**config.mk**
```make
export PLATFORM = sky130hd
export DESIGN_NAME = sdet_queue
export DESIGN_NICKNAME = d
export VERILOG_FILES = /design/src/hdl/sdet_pkg.sv /design/src/hdl/sdet_queue.sv
export SDC_FILE = /design/constraint.sdc
export NUM_CORES = 1
export LEC_CHECK = 0
export BUFFER_PORTS_ARGS = -buffer_cell sky130_fd_sc_hd__buf_2
export CAP_MARGIN = 30
export CELL_PAD_IN_SITES_DETAIL_PLACEMENT = 0
export CELL_PAD_IN_SITES_GLOBAL_PLACEMENT = 1
export CORE_ASPECT_RATIO = 1.2
export CORE_MARGIN = 8
export CORE_UTILIZATION = 47
export CTS_BUF_LIST = sky130_fd_sc_hd__clkbuf_4
export CTS_CLUSTER_DIAMETER = 200
export DETAILED_ROUTE_END_ITERATION = 12
export PLACE_DENSITY = 0.86
export SETUP_SLACK_MARGIN = 0.15
export SLEW_MARGIN = 40
export SYNTH_ARGS = -nofsm -noshare
export SYNTH_HDL_FRONTEND = slang
export SYNTH_SLANG_ARGS = --single-unit
```
**constraint.sdc**
```tcl
create_clock -name clk -period 2.8 [get_ports clk]
set_input_delay 0.84 -clock clk [delete_from_list [all_inputs] [get_ports clk]]
set_output_delay 0.84 -clock clk [all_outputs]
set_load 0.005 [all_outputs]
```
**src/hdl/sdet_pkg.sv**
```systemverilog
// ----------------------------------------------------------------------------
// sdet_pkg
// Shared types, constants and the kernel table of the directional edge
// detector.
// ----------------------------------------------------------------------------
package sdet_pkg;

  // geometry and field widths
  localparam int MAX_WIDTH_DEF = 1024;
  localparam int PIX_W         = 8;
  localparam int ROW_W         = 12;
  localparam int COL_W         = 12;  // holds any column up to 4096 wide lines
  localparam int OUT_COL_W     = 10;
  localparam int DIM_W         = 13;  // holds any effective width up to 4096
  localparam int SUM_W         = 12;  // gradient range is -1020..1020

  // queue between front and back
  localparam int QDEPTH = 4;
  localparam int QPTR_W = 2;

  // result pixel values
  localparam logic [PIX_W-1:0] EDGE_ON  = 8'hFF;
  localparam logic [PIX_W-1:0] EDGE_OFF = 8'h00;

  // kernel direction codes
  localparam logic [1:0] KDIR_DIAG_RIGHT = 2'd0;
  localparam logic [1:0] KDIR_DIAG_LEFT  = 2'd1;
  localparam logic [1:0] KDIR_VERTICAL   = 2'd2;
  localparam logic [1:0] KDIR_HORIZONTAL = 2'd3;

  // kernel weights, rows top to bottom, columns left to right
  localparam logic signed [2:0] KERNEL_TAB [4][9] = '{
    '{-3'sd2, -3'sd1,  3'sd0, -3'sd1,  3'sd0,  3'sd1,  3'sd0,  3'sd1,  3'sd2},
    '{ 3'sd0, -3'sd1, -3'sd2,  3'sd1,  3'sd0, -3'sd1,  3'sd2,  3'sd1,  3'sd0},
    '{-3'sd1,  3'sd0,  3'sd1, -3'sd2,  3'sd0,  3'sd2, -3'sd1,  3'sd0,  3'sd1},
    '{-3'sd1, -3'sd2, -3'sd1,  3'sd0,  3'sd0,  3'sd0,  3'sd1,  3'sd2,  3'sd1}
  };

  // one classified pixel waiting for the back end
  typedef struct packed {
    logic signed [SUM_W-1:0] sum;
    logic [PIX_W-1:0]        pix;
    logic [ROW_W-1:0]        row;
    logic [COL_W-1:0]        col;
    logic                    border;
    logic                    interior;
    logic                    frame_end;
  } sdet_item_t;

  // one result from the back end
  typedef struct packed {
    logic                 valid;
    logic [PIX_W-1:0]     edge_pix;
    logic [ROW_W-1:0]     row;
    logic [OUT_COL_W-1:0] col;
    logic                 last;
    logic                 done;
  } sdet_result_t;

  // weighted sum of a 3x3 window, pixel i at bits i*8 in row-major order
  function automatic logic signed [SUM_W-1:0] kernel_sum(
    input logic [1:0]         dir,
    input logic [9*PIX_W-1:0] win
  );
    logic signed [SUM_W-1:0] acc;
    logic signed [SUM_W-1:0] pval;
    logic signed [SUM_W-1:0] wgt;
    acc = '0;
    for (int i = 0; i < 9; i++) begin
      pval = $signed({{(SUM_W-PIX_W){1'b0}}, win[i*PIX_W +: PIX_W]});
      wgt  = SUM_W'(KERNEL_TAB[dir][i]);
      acc  = acc + SUM_W'(pval * wgt);
    end
    return acc;
  endfunction

endpackage

```
**src/hdl/sdet_queue.sv**
```systemverilog
// ----------------------------------------------------------------------------
// sdet_queue
// Short first-in first-out queue of classified pixels between front and back.
// ----------------------------------------------------------------------------
module sdet_queue import sdet_pkg::*; (
  input  logic       clk,
  input  logic       rst_n,
  input  logic       push,
  input  sdet_item_t push_item,
  output logic       not_full,
  input  logic       pop,
  output logic       not_empty,
  output sdet_item_t head
);

  sdet_item_t        entry_r [QDEPTH];
  logic [QPTR_W-1:0] wr_ptr_r, rd_ptr_r;
  logic [QPTR_W:0]   count_r;
  logic              do_push, do_pop;

  assign not_full  = count_r != (QPTR_W+1)'(QDEPTH);
  assign not_empty = count_r != '0;
  assign do_push   = push && not_full;
  assign do_pop    = pop && not_empty;
  assign head      = entry_r[rd_ptr_r];

  // storage
  always_ff @(posedge clk) begin
    if (do_push) begin
      entry_r[wr_ptr_r] <= push_item;
    end
  end

  // pointers and fill level
  always_ff @(posedge clk) begin
    if (!rst_n) begin
      wr_ptr_r <= '0;
      rd_ptr_r <= '0;
      count_r  <= '0;
    end else begin
      if (do_push) begin
        wr_ptr_r <= wr_ptr_r + QPTR_W'(1);
      end
      if (do_pop) begin
        rd_ptr_r <= rd_ptr_r + QPTR_W'(1);
      end
      if (do_push && !do_pop) begin
        count_r <= count_r + (QPTR_W+1)'(1);
      end else if (do_pop && !do_push) begin
        count_r <= count_r - (QPTR_W+1)'(1);
      end
    end
  end

endmodule

```
==> reports/metrics.csv <==
stage,metric,value,unit
status,run status,finished clean,
grt,wire length of the first global-routing pass,20.2,mm
worst_setup_path,minimum setup slack among reg-to-reg paths,0.62,ns
synthesis,Synth Area per Inst,24.9,um^2
detailed_routing,total length of routed wires,13.2,mm
worst_setup_path,cells traversed along the worst timing path,buf_12 > buf_16 > mux4_2 > buf_6,
worst_setup_path,crit start category,flop,
final_layout,"most common cell after layout, fill and taps aside",edfxtp_1,
pwr,static power due to leakage,2.90,nW
floorplanning,Die Span Y,152,um
synthesis,area share of the largest cell type after synthesis,0.775,
sta,post-route setup slack,0.0243,ns
placed_design,Final HPWL DP,8.66,mm
floorplanning,number of top-level pins,100,
sta,number of failing setup endpoints in the final timing report,0,
worst_setup_path,type of element capturing the critical path,output port,
cts,Clock Path Buffers,2,
grt,GR Util met2,0.237,
synthesis,summed instance area of the synthesized netlist,0.00729,mm^2
cts,number of H-tree levels,4,
grt,number of antenna violations at the first check in global routing,2,
floorplanning,Starting Density,0.473,
worst_setup_path,worst reg-to-reg path cell count,8,
placed_design,placed cell area,0.00811,mm^2
worst_setup_path,cell at the slowest stage of the critical path,mux4_2,
cts,cell at the root of the clock tree,clkbuf_4,
worst_setup_path,family of cells with the greatest summed delay on the critical path,multiplexers,
cts,later-pin clock latency in the skew report,0.56,ns
grt,final global-route overflow total,0,
cts,clock-pin slew on the worst setup and hold paths,0.16,ns
sta,clock skew after layout,0.0179,ns
worst_hold_path,class of the worst hold path,primary input to flop,
final_layout,Finished Cell Area,0.00862,mm^2
final_layout,Total Nets Final,479,
worst_setup_path,required arrival time at the worst endpoint,1.96,ns
final_layout,final core utilization,0.560,
worst_setup_path,maximum cell stage delay along the critical path,0.51,ns
sta,Worst Max-Slew Pin Slew,0.493,ns
worst_setup_path,Setup CP Type,flop to output port,
final_layout,area delta synth->final,18.3,%
synthesis,nets in the synthesized netlist,350,
worst_setup_path,R2R Path Start,count_r[0],
cts,CTS tree,yes,
sta,Final Hold Viols,0,
detailed_routing,average wire per standard cell,20.5,um
synthesis,Netlist cell types,24,
pwr,Overall Power,0.00716,W
detailed_routing,DRT antenna net count,0,
worst_setup_path,arrival time worst endpoint,1.94,ns
worst_hold_path,worst hold path cell count,1,
synthesis,warnings from Yosys,0,
worst_setup_path,end point of the critical path,head[23],
placed_design,Port Buf Inserts,99,
detailed_routing,violation count after the first detailed-route iteration,216,
detailed_routing,DRC violation count after routing,0,
detailed_routing,vias post-DR,3334,
synthesis,cell taking the most area after synthesis,edfxtp_1,
grt,most utilized layer in the global route result,met2,
detailed_routing,first drt pass iteration count,4,
pwr,total power density per cell area,830,mW/mm^2
grt,fraction of met1 tracks used by global routing,0.161,
sta,number of pins exceeding their max-slew limit in the final report,0,
synthesis,register bit total from synthesis,197,
worst_setup_path,buffers plus inverters on the worst setup path,3,
floorplanning,area enclosed by the die boundary,0.0198,mm^2
synthesis,portion of the post-synthesis area used by sequential elements,0.800,
sta,Highest Clock Rate,360,MHz
detailed_routing,via/cell ratio,5.18,
placed_design,gpl congestion,0.714,
placed_design,Post-Place Setup Slack,0.300,ns
floorplanning,# rows,50,
floorplanning,Core Box Area,0.0154,mm^2
sta,final period demand of the worst path,2.78,ns
grt,met3 GRT Util,0.0504,
cts,total CTS buffers,17,
worst_setup_path,WP depth,4,
sta,RSZ-0062 raised after global routing,true,
synthesis,number of instances in the synthesized netlist,293,
grt,number of global-route vias before repair,3674,
worst_setup_path,Reg-to-Reg End,count_r[2],
sta,ratio of final minimum period to clock period,0.991,
cts,number of hold-repair buffers added at the cts stage,0,
final_layout,fraction of layout instances using a drive strength above 1,0.474,
grt,maximum number of pins on one net before global-route repair,32,
grt,All-Layer GR Usage,0.140,
final_layout,"commonest cells after routing, fill and taps aside","edfxtp_1 (188), buf_2 (85), mux4_2 (47), clkbuf_4 (18), buf_6 (15)",
run,Max-Cap Viols,0,
sta,tightest slew margin relative to the limit,0.671,
final_layout,Fillers,1183,
pwr,peak ir drop on the vdd network,0.382,mV
floorplanning,Horiz. Die Dim,130,um
cts,clk sink count,197,
synthesis,cell types with the largest area share after synthesis,"edfxtp_1 (77%), mux4_2 (15%), dfxtp_1 (2.5%)",
worst_setup_path,largest fanout on the critical path,6,
## final cells by class
class / count / area [um^2] / share of cell area
flip-flops and latches: 197 / 5830 / 0.677
multi-input cells: 82 / 1350 / 0.156
repair buffers: 121 / 900 / 0.104
well taps: 208 / 260 / 0.0302
clock buffers: 18 / 135 / 0.0157
clock inverters: 14 / 130 / 0.0151
inverters: 3 / 11.3 / 0.00131
diodes: 1 / 2.50 / 0.000290
## Yosys cell counts (all sizes together)
library cell / number
inv: 3
clkbuf: 2
mux2i: 3
mux4: 47
buf: 9
ha: 5
xnor2: 3
and2: 8
o21ai: 1
fa: 1
nand2: 5
or3: 2
dfxtp: 9
a21boi: 2
o311ai: 1
nor2: 1
nor2b: 1
xor2: 1
edfxtp: 188
o31ai: 1
## power breakdown
part,internal [W],switching [W]
sequential,0.00358,0.000122
combinational,0.00120,0.000875
clock,0.000461,0.000922
## layer usage
layer	part of all wire	wire (um)
met1	0.40	5300
met2	0.53	6960
met3	0.060	792
met4	0.010	136
met5	0.0017	23
## metrics by stage
step,instances,TNS (ns),hold slack (ns)
2_1_floorplan,293,0,0.468
3_3_place_gp,603,0,0.477
3_5_place_dp,603,0,0.488
4_1_cts,643,-0.529,0.425
5_1_grt,643,-2.52,0.404
6_report,644,0,0.480
## flip-flops by register name, summed over array words and instances, names as in the netlist, named ones only
name,cells
count_r,3
wr_ptr_r,2
entry_r,188
rd_ptr_r,2
## timing repair
item,in CTS,in global routing
resized for setup,12,7
buffers inserted,5,0
pin swaps,0,0
endpoints found under the setup margin,47,47
gates cloned,3,0
## kinds of logic after synthesis
family                   after synthesis  synth area share
AO/OA/AOI/OAI                          5           0.00618
flip-flops                           197             0.800
buffers and inverters                 14            0.0161
XOR/XNOR                               4           0.00481
AND/OR/NAND/NOR                       17            0.0125
multiplexers                          50             0.149
adder cells (fa/ha/maj)                6            0.0113
## worst min path at each step
| stage | to | startpoint | slack, ns |
|---|---|---|---|
| detailed placement | wr_ptr_r[1] | wr_ptr_r[1] | 0.49 |
| floorplan | wr_ptr_r[1] | wr_ptr_r[1] | 0.47 |
| global placement | wr_ptr_r[1] | wr_ptr_r[1] | 0.48 |
| CTS | entry_r[3][39] | push_item[39] | 0.43 |
| finish | entry_r[1][44] | push_item[44] | 0.48 |
| global route | entry_r[1][44] | push_item[44] | 0.40 |
(Power assumes the default switching activity.)
