## config.mk

```make
export PLATFORM = sky130hd
export DESIGN_NAME = sdet_back
export DESIGN_NICKNAME = d
export VERILOG_FILES = /design/src/hdl/sdet_pkg.sv /design/src/hdl/sdet_back.sv
export SDC_FILE = /design/constraint.sdc
export NUM_CORES = 1
export LEC_CHECK = 0
export BUFFER_PORTS_ARGS = -buffer_cell sky130_fd_sc_hd__buf_2
export CORE_ASPECT_RATIO = 0.5
export CORE_MARGIN = 1
export CORE_UTILIZATION = 25
export DETAILED_ROUTE_END_ITERATION = 16
export GPL_TIMING_DRIVEN = 0
export SYNTH_ARGS = -nofsm -noshare
export SYNTH_HDL_FRONTEND = slang
export SYNTH_SLANG_ARGS = --single-unit
```

## constraint.sdc

```tcl
create_clock -name clk -period 4.03 [get_ports clk]
set_clock_uncertainty 0.05 [all_clocks]
set_input_delay 0.806 -clock clk [delete_from_list [all_inputs] [get_ports clk]]
set_output_delay 0.806 -clock clk [all_outputs]
set_load 0.1 [all_outputs]
```

## src/hdl/sdet_pkg.sv

```systemverilog
// ----------------------------------------------------------------------------
// sdet_pkg
// Shared types, constants and the kernel table of the directional edge
// detector.
// ----------------------------------------------------------------------------
package sdet_pkg;

  // geometry and field widths
  localparam int MAX_WIDTH_DEF = 1024;
  localparam int PIX_W         = 8;
  localparam int ROW_W         = 12;
  localparam int COL_W         = 12;  // holds any column up to 4096 wide lines
  localparam int OUT_COL_W     = 10;
  localparam int DIM_W         = 13;  // holds any effective width up to 4096
  localparam int SUM_W         = 12;  // gradient range is -1020..1020

  // queue between front and back
  localparam int QDEPTH = 4;
  localparam int QPTR_W = 2;

  // result pixel values
  localparam logic [PIX_W-1:0] EDGE_ON  = 8'hFF;
  localparam logic [PIX_W-1:0] EDGE_OFF = 8'h00;

  // kernel direction codes
  localparam logic [1:0] KDIR_DIAG_RIGHT = 2'd0;
  localparam logic [1:0] KDIR_DIAG_LEFT  = 2'd1;
  localparam logic [1:0] KDIR_VERTICAL   = 2'd2;
  localparam logic [1:0] KDIR_HORIZONTAL = 2'd3;

  // kernel weights, rows top to bottom, columns left to right
  localparam logic signed [2:0] KERNEL_TAB [4][9] = '{
    '{-3'sd2, -3'sd1,  3'sd0, -3'sd1,  3'sd0,  3'sd1,  3'sd0,  3'sd1,  3'sd2},
    '{ 3'sd0, -3'sd1, -3'sd2,  3'sd1,  3'sd0, -3'sd1,  3'sd2,  3'sd1,  3'sd0},
    '{-3'sd1,  3'sd0,  3'sd1, -3'sd2,  3'sd0,  3'sd2, -3'sd1,  3'sd0,  3'sd1},
    '{-3'sd1, -3'sd2, -3'sd1,  3'sd0,  3'sd0,  3'sd0,  3'sd1,  3'sd2,  3'sd1}
  };

  // one classified pixel waiting for the back end
  typedef struct packed {
    logic signed [SUM_W-1:0] sum;
    logic [PIX_W-1:0]        pix;
    logic [ROW_W-1:0]        row;
    logic [COL_W-1:0]        col;
    logic                    border;
    logic                    interior;
    logic                    frame_end;
  } sdet_item_t;

  // one result from the back end
  typedef struct packed {
    logic                 valid;
    logic [PIX_W-1:0]     edge_pix;
    logic [ROW_W-1:0]     row;
    logic [OUT_COL_W-1:0] col;
    logic                 last;
    logic                 done;
  } sdet_result_t;

  // weighted sum of a 3x3 window, pixel i at bits i*8 in row-major order
  function automatic logic signed [SUM_W-1:0] kernel_sum(
    input logic [1:0]         dir,
    input logic [9*PIX_W-1:0] win
  );
    logic signed [SUM_W-1:0] acc;
    logic signed [SUM_W-1:0] pval;
    logic signed [SUM_W-1:0] wgt;
    acc = '0;
    for (int i = 0; i < 9; i++) begin
      pval = $signed({{(SUM_W-PIX_W){1'b0}}, win[i*PIX_W +: PIX_W]});
      wgt  = SUM_W'(KERNEL_TAB[dir][i]);
      acc  = acc + SUM_W'(pval * wgt);
    end
    return acc;
  endfunction

endpackage

```

## src/hdl/sdet_back.sv

```systemverilog
// ----------------------------------------------------------------------------
// sdet_back
// Result stage: thresholds the gradient and the border pixel and sends up to
// two results per queue entry through the output register.
// ----------------------------------------------------------------------------
module sdet_back import sdet_pkg::*; (
  input  logic             clk,
  input  logic             rst_n,
  input  logic             q_valid,
  input  sdet_item_t       q_head,
  output logic             q_pop,
  input  logic [9:0]       edge_thr,
  input  logic [PIX_W-1:0] border_thr,
  input  logic             out_ready,
  output sdet_result_t     out_res
);

  logic                    phase_r;       // interior result of the head is sent
  sdet_result_t            res_r;
  logic                    load, emit, send_interior;
  logic signed [SUM_W-1:0] mag;
  logic                    edge_hit, border_hit;

  assign load          = !res_r.valid || out_ready;
  assign emit          = q_valid && load;
  assign send_interior = q_head.interior && !phase_r;
  assign q_pop         = emit && !(send_interior && q_head.border);

  // gradient magnitude and the two threshold tests
  always_comb begin
    mag        = q_head.sum[SUM_W-1] ? -q_head.sum : q_head.sum;
    edge_hit   = $unsigned(mag) > SUM_W'(edge_thr);
    border_hit = q_head.pix >= border_thr;
  end

  // sequencing of interior then border result
  always_ff @(posedge clk) begin
    if (!rst_n) begin
      phase_r <= 1'b0;
    end else if (emit) begin
      phase_r <= send_interior && q_head.border;
    end
  end

  // output register, only the valid flag is reset
  always_ff @(posedge clk) begin
    if (!rst_n) begin
      res_r.valid <= 1'b0;
    end else if (emit) begin
      res_r.valid <= 1'b1;
    end else if (out_ready) begin
      res_r.valid <= 1'b0;
    end
    if (emit) begin
      if (send_interior) begin
        res_r.edge_pix <= edge_hit ? EDGE_ON : EDGE_OFF;
        res_r.row      <= q_head.row - ROW_W'(1);
        res_r.col      <= OUT_COL_W'(q_head.col - COL_W'(1));
        res_r.last     <= !q_head.border;
        res_r.done     <= 1'b0;
      end else begin
        res_r.edge_pix <= border_hit ? EDGE_ON : EDGE_OFF;
        res_r.row      <= q_head.row;
        res_r.col      <= OUT_COL_W'(q_head.col);
        res_r.last     <= 1'b1;
        res_r.done     <= q_head.frame_end;
      end
    end
  end

  assign out_res = res_r;

endmodule

```

==> impl_metrics.py, run 1 <==
metrics = {
    "status": {
        "status": "finished clean",
    },
    "floorplan": {
        "io_pins": 103,
        "start_util_pct": 26.5,
        "die_area_um2": 8300,
        "die_w_um": 128,
        "coreArea_um2": 7490,
        "die_h_um": 64.9,
        "rows": 22,
    },
    "drt": {
        "routed-wl-met2_mm": 2.10,
        "first_pass_iters": 4,
        "drc": 0,
        "wl_per_cell_um": 10.2,
        "wl_met1_mm": 1.97,
        "ant_nets": 0,
        "viasPerCell": 4.15,
        "wirelength_mm": 4.20,
        "top_layer": "met4",
        "vias": 1703,
        "detail_route.iter0.violations": 65,
        "wl_met3_um": 117,
    },
    "critical_path": {
        "r2r_end": "out_res[20]$_DFFE_PP_",
        "reg2reg_depth": 6,
        "path_class": "primary input to flop",
        "required_ns": 3.96,
        "startpoint_type": "primary input",
        "crit_fanout": 3,
        "crit_start": "q_head[35]",
        "worst_r2r_startpoint": "phase_r$_SDFFE_PN0P_",
        "cp_data_arrival_time_ns": 3.15,
        "critPathCapture": "out_res[30]$_DFFE_PP_",
        "reg2reg_setup_slack_ns": 2.04,
        "critPathCaptureType": "flop",
    },
    "finish": {
        "syn_to_final_growth_pct": 36.1,
        "drive_gt1_share_pct": 39.4,
        "final_util_pct": 36.0,
        "fin_cells": 410,
        "n_antenna_cell": 0,
        "nNetsFinal": 393,
        "finalInstanceArea_um2": 2700,
    },
    "synthesis": {
        "netlist.area_leader.share_pct": 37.9,
        "avgSynthCellArea_um2": 10.0,
        "synth_seq_cells": 27,
        "synthCells": 198,
        "yosysUniqueCellTypes": 41,
        "async_reset_ff_share_pct": 0,
        "synth_nets": 288,
        "syn_area_um2": 1980,
        "yosys_warnings": 0,
        "synth_top_area_cell": "edfxtp_1",
        "synth_edf_count": 25,
        "yosysSeqAreaShare_pct": 39.9,
        "synth_ff_type": "edfxtp_1",
        "yosys-top-cells-area": "edfxtp_1, ha_1, xnor2_1, inv_1, xor2_1",
    },
    "power": {
        "power.leakage_uw": 0.00130,
        "ir_drop_mv": 0.163,
        "power.density_nw_per_um2": 342,
    },
    "cts": {
        "clock-sinks": 27,
        "clock_tree.root_cell": "clkbuf_16",
        "clk_latency_ns": 0.26,
        "htree_levels": 1,
        "cts_max_path_buffers": 2,
        "cts_made_buffers": 3,
        "postCtsSetupBuffers": 0,
        "cts_tree": "done",
        "ctsResizeCount": 0,
        "ctsHoldBuffers": 0,
        "clkTransAtPathRegs_ns": 0.07,
    },
    "timing": {
        "hold_viol": 0,
        "maxSlewViolCount": 0,
        "setup_violations": 0,
        "max_freq_ghz": 0.311,
        "layout_setup_ws_ns": 0.811,
        "min_period_ns": 3.22,
        "grt_setup_unrepaired": "false",
        "fin_setup_tns_ns": 0,
        "relSlewSlack_pct": 36.5,
        "fin_crit_sh_pct": 79.9,
        "tightestPinTransition_ns": 0.952,
    },
    "placement": {
        "place_ws_ns": 0.551,
        "dpl_cell_area_um2": 2620,
        "numPortBuffers": 100,
        "dp.cells": 406,
        "place_congestion": 0.746,
        "dp_hpwl_mm": 3.59,
    },
    "hold_path": {
        "hold_path.class": "flop to flop",
    },
    "global_routing": {
        "grt_pass1_wl_mm": 6.76,
        "grt_pass1_vias": 1592,
        "grt_use_total_pct": 10.0,
        "gr-total-overflow": 0,
        "grt_max_degree": 26,
        "antenna_found_initial": 0,
    },
    "job": {
        "max_cap_viol_count": 0,
    },
}
==> synth_stat cells (3+ instances only) <==
cell type and count:
xnor2_1 15, nand2b_1 3, ha_1 21, edfxtp_1 25, nor2_1 6, nor4_1 3, buf_4 7, xor2_1 11
o21a_1 3, o21ai_0 9, a21oi_1 6, inv_1 26, nand2_1 20, nor3_1 5
==> final cells by class <==
| type | count | area (µm²) |
|---|---|---|
| tap | 108 | 135 |
| clock buffer | 3 | 75.1 |
| sequential | 27 | 791 |
| buffer | 10 | 71.3 |
| fill | 777 | 4790 |
| multi-input combinational | 135 | 1020 |
| inverter | 26 | 97.6 |
| clock inverter | 1 | 5.00 |
| timing repair buffer | 100 | 500 |
==> how the worst min path moves through the flow <==
stage	startpoint	end	slack, ns	depth (start not counted)
6_report	out_res[32]$_SDFFE_PN0P_	out_res[32]$_SDFFE_PN0P_	0.48	2
5_1_grt	out_res[32]$_SDFFE_PN0P_	out_res[32]$_SDFFE_PN0P_	0.49	2
4_1_cts	out_res[32]$_SDFFE_PN0P_	out_res[32]$_SDFFE_PN0P_	0.48	2
3_5_place_dp	out_res[32]$_SDFFE_PN0P_	out_res[32]$_SDFFE_PN0P_	0.47	2
3_3_place_gp	out_res[32]$_SDFFE_PN0P_	out_res[32]$_SDFFE_PN0P_	0.45	2
2_1_floorplan	phase_r$_SDFFE_PN0P_	phase_r$_SDFFE_PN0P_	0.49	3
==> flip-flops by register name, summed over array words and instances (netlist names) <==
name,cells
out_res,26
phase_r,1
==> layer usage <==
layer | global-route usage (%) | up-vias
li1 | - | 896
met1 | 12.3 | 770
met2 | 19.3 | 35
met3 | 1.32 | 2
met4 | 1.32 | 0
met5 | 0 | -
==> metrics by stage <==
step           hold WS [ns]  total power [µW]
2_1_floorplan         0.494               626
3_3_place_gp          0.455               708
3_5_place_dp          0.470               710
4_1_cts               0.477               934
5_1_grt               0.491               972
6_report              0.476               923
==> cells in the final DEF, fill, tap and decap left out, types with 3 or more instances in the layout <==
cell	count
nand2b_1	3
a21oi_1	6
nor3_1	5
nor2_1	6
ha_1	21
xnor2_1	15
edfxtp_1	25
xor2_1	11
inv_1	26
buf_2	100
o21a_1	3
clkbuf_16	3
buf_4	7
nor4_1	3
nand2_1	20
o21ai_0	9
==> kinds of logic after synthesis <==
| family | Yosys count | share of synthesized area, % |
|---|---|---|
| compound gates | 32 | 10.5 |
| xor+xnor | 26 | 11.5 |
| fa+ha+maj | 21 | 13.3 |
| buf+inv | 36 | 8.53 |
| flops | 27 | 39.9 |
| simple gates | 56 | 16.2 |
==> worst max-delay path: stages <==
cell and delay, ns:
buf_2 0.11, inv_1 0.09, ha_1 0.19, or4b_2 0.64, o41ai_1 0.33, xnor2_1 0.13, ha_1 0.31, nand2_1 0.05
o32a_1 0.31, o21ai_0 0.07, a32oi_1 0.12
==> power by group <==
| part | internal, µW | switching, µW | total, µW |
|---|---|---|---|
| logic | 97.3 | 268 | 366 |
| registers | 330 | 5.67 | 335 |
| clock network | 134 | 88.1 | 222 |
| total | 561 | 362 | 923 |
No activity file was read; power rests on OpenSTA's default activity.
==> inputs of run 2 (changes only) <==
ABC_AREA = 1   (was unset)
clock period = 3.3 ns   (was 4.03 ns; I/O delays follow)
==> run 2 against run 1 <==
Effect of this change: non-clock buffer count down 3; global-route usage is 0.55 points lower; core utilization fell by 0.94 points; sequential cell count unchanged; power up 27%; synthesized cell count increased by 29%; sequential share of layout area decreased by 1.5 points; worst setup slack gained 0.084 ns; register-to-register slack worse by 0.39 ns; count of clock-buffer cells in the layout unchanged; first-iteration DRC count down 72%; largest power group unchanged; highest routed layer unchanged.
==> impl_metrics.py, run 2 <==
metrics = {
    "global_routing": {
        "grt_pass1_wl_mm": 6.78,
        "grt_use_total_pct": 9.50,
        "grt_pass1_vias": 1590,
        "gr-total-overflow": 0,
        "antenna_found_initial": 0,
        "grt_max_degree": 26,
    },
    "timing": {
        "min_period_ns": 2.40,
        "max_freq_ghz": 0.416,
        "layout_setup_ws_ns": 0.895,
        "setup_violations": 0,
        "hold_viol": 0,
        "relSlewSlack_pct": 34.7,
        "holdWs_ns": 0.432,
        "fin_crit_sh_pct": 72.9,
        "grt_setup_unrepaired": "false",
        "tightestPinTransition_ns": 0.978,
        "fin_setup_tns_ns": 0,
        "maxSlewViolCount": 0,
    },
    "synthesis": {
        "syn_area_um2": 2120,
        "yosysSeqAreaShare_pct": 37.3,
        "yosys_warnings": 0,
        "async_reset_ff_share_pct": 0,
        "synth_seq_cells": 27,
        "synth_top_area_cell": "edfxtp_1",
        "synth_ff_type": "edfxtp_1",
        "synth_nets": 345,
        "netlist.area_leader.share_pct": 35.4,
        "synth_edf_count": 25,
        "synthCells": 255,
        "synth_commonest_cells": "nand2_1, inv_1, edfxtp_1, ha_1",
        "yosysUniqueCellTypes": 31,
        "avgSynthCellArea_um2": 8.32,
        "yosysMostFrequentCell": "nand2_1",
        "yosys-top-cells-area": "edfxtp_1, ha_1, nand2_1, inv_1, xor2_1",
    },
    "floorplan": {
        "io_pins": 103,
        "start_util_pct": 26.1,
        "die_h_um": 67.1,
        "coreArea_um2": 8120,
        "die_area_um2": 8880,
        "rows": 23,
        "die_w_um": 132,
    },
    "power": {
        "switching_share_pct": 41.2,
        "clockPowerShare_pct": 24.2,
        "p_int_uw": 687,
        "pwr-share-comb_pct": 40.7,
        "power.leakage_uw": 0.00150,
        "total_power_uw": 1170,
        "ir_drop_mv": 0.216,
        "power.density_nw_per_um2": 411,
        "p_seq_share_pct": 35.1,
        "switchingPower_uw": 482,
    },
    "placement": {
        "place_ws_ns": 0.604,
        "dp_hpwl_mm": 3.78,
        "dpl_cell_area_um2": 2760,
        "numPortBuffers": 100,
        "place_congestion": 0.754,
    },
    "critical_path": {
        "path_class": "primary input to flop",
        "critPathCaptureType": "flop",
        "crit_start": "q_head[36]",
        "required_ns": 3.28,
        "startpoint_type": "primary input",
        "worst_r2r_startpoint": "out_res[32]$_SDFFE_PN0P_",
        "reg2reg_setup_slack_ns": 1.65,
        "cp_data_arrival_time_ns": 2.38,
        "reg2reg_depth": 3,
        "critPathCapture": "out_res[30]$_DFFE_PP_",
        "crit_fanout": 3,
        "r2r_end": "out_res[17]$_DFFE_PP_",
    },
    "drt": {
        "first_pass_iters": 4,
        "viasPerCell": 3.86,
        "detail_route.iter0.violations": 18,
        "drc": 0,
        "wl_per_cell_um": 9.16,
        "vias": 1817,
        "wirelength_mm": 4.32,
        "ant_nets": 0,
    },
    "cts": {
        "clkTransAtPathRegs_ns": 0.07,
        "clk_latency_ns": 0.26,
        "htree_levels": 1,
        "cts_tree": "done",
        "ctsResizeCount": 0,
        "cts_max_path_buffers": 2,
        "clock_tree.root_cell": "clkbuf_16",
        "ctsHoldBuffers": 0,
        "clock-sinks": 27,
        "cts_made_buffers": 3,
        "postCtsSetupBuffers": 0,
    },
    "finish": {
        "largest_reg_flops": 26,
        "syn_to_final_growth_pct": 34.1,
        "fill_cells": 870,
        "finalInstanceArea_um2": 2850,
        "final_cell_mix": "buf_2, nand2_1, inv_1",
        "final_common_cell": "buf_2",
        "nNetsFinal": 450,
        "drive_gt1_share_pct": 37.3,
        "n_antenna_cell": 0,
    },
    "hold_path": {
        "hold_path.class": "flop to flop",
    },
    "status": {
        "status": "finished clean",
    },
    "job": {
        "max_cap_viol_count": 0,
    },
}
run 2: cell count changes after synthesis, moves of 3 or more:
cell      previous run  this run
nand2_1             20        53
inv_1               26        49
nor2_1               6        17
xnor2_1             15         5
xor2_1              11        17
inv_2                0         5
nor2_2               0         5
nand3_1              1         5
a21oi_1              6         9
nand2b_1             3         0
nor4_1               3         0
run 2: cell type report:
| cell class | instances | area [µm²] | area share, % |
|---|---|---|---|
| timing repair buffer | 100 | 500 | 17.6 |
| buffer | 7 | 52.6 | 1.85 |
| tap | 112 | 140 | 4.92 |
| clock buffer | 3 | 75.1 | 2.64 |
| clock inverter | 1 | 8.76 | 0.308 |
| sequential | 27 | 791 | 27.8 |
| multi-input combinational | 166 | 1070 | 37.6 |
| inverter | 55 | 209 | 7.34 |
run 2: worst min-delay path by stage:
| stage | cells after the start | to | from | slack [ns] |
|---|---|---|---|---|
| floorplan | 2 | phase_r$_SDFFE_PN0P_ | phase_r$_SDFFE_PN0P_ | 0.41 |
| global placement | 2 | phase_r$_SDFFE_PN0P_ | phase_r$_SDFFE_PN0P_ | 0.42 |
| detailed placement | 2 | phase_r$_SDFFE_PN0P_ | phase_r$_SDFFE_PN0P_ | 0.42 |
| CTS | 2 | phase_r$_SDFFE_PN0P_ | phase_r$_SDFFE_PN0P_ | 0.43 |
| global route | 2 | phase_r$_SDFFE_PN0P_ | phase_r$_SDFFE_PN0P_ | 0.47 |
| finish | 2 | phase_r$_SDFFE_PN0P_ | phase_r$_SDFFE_PN0P_ | 0.43 |
run 2: metrics by stage:
stage          cells  util, %
2_1_floorplan    255        -
3_3_place_gp     467     34.0
3_5_place_dp     467     34.0
4_1_cts          471     35.1
5_1_grt          471     35.1
6_report         471     35.1
run 2: worst max-delay path: stages:
cell	delay [ns]
buf_2	0.11
nor3_1	0.31
nand3_1	0.11
nand2_1	0.11
o21ai_0	0.10
xor2_1	0.16
ha_1	0.30
nand2_1	0.05
inv_1	0.06
nand2_1	0.05
nor2_1	0.08
nand3_1	0.07
nand2_1	0.07
nand2_1	0.05
nand2_1	0.05
nand2_1	0.04
run 2: kinds of logic (layout without fill, tap and decap cells):
family	Yosys count	count (layout)	share of synthesized area, %
simple gates	98	98	22.4
flops	27	27	37.3
fa+ha+maj	21	21	12.4
xor+xnor	22	22	9.08
compound gates	25	25	6.55
buf+inv	62	166	12.3
run 2: routing by layer:
metal  up-vias  track usage (%)  wire length (µm)
li1       1009                -                 -
met1       775             11.5              1940
met2        31             17.9              2180
met3         2             1.95               171
met4         0             1.87                25
met5         -                0                 0
run 2: power by group through the flow:
stage | Sequential [µW] | Combinational [µW] | Clock [µW]
after CTS | 411 | 481 | 295
after floorplan | 582 | 213 | 0
after global placement | 418 | 478 | 0
final | 410 | 476 | 283
after global routing | 414 | 513 | 306
after detailed placement | 419 | 480 | 0
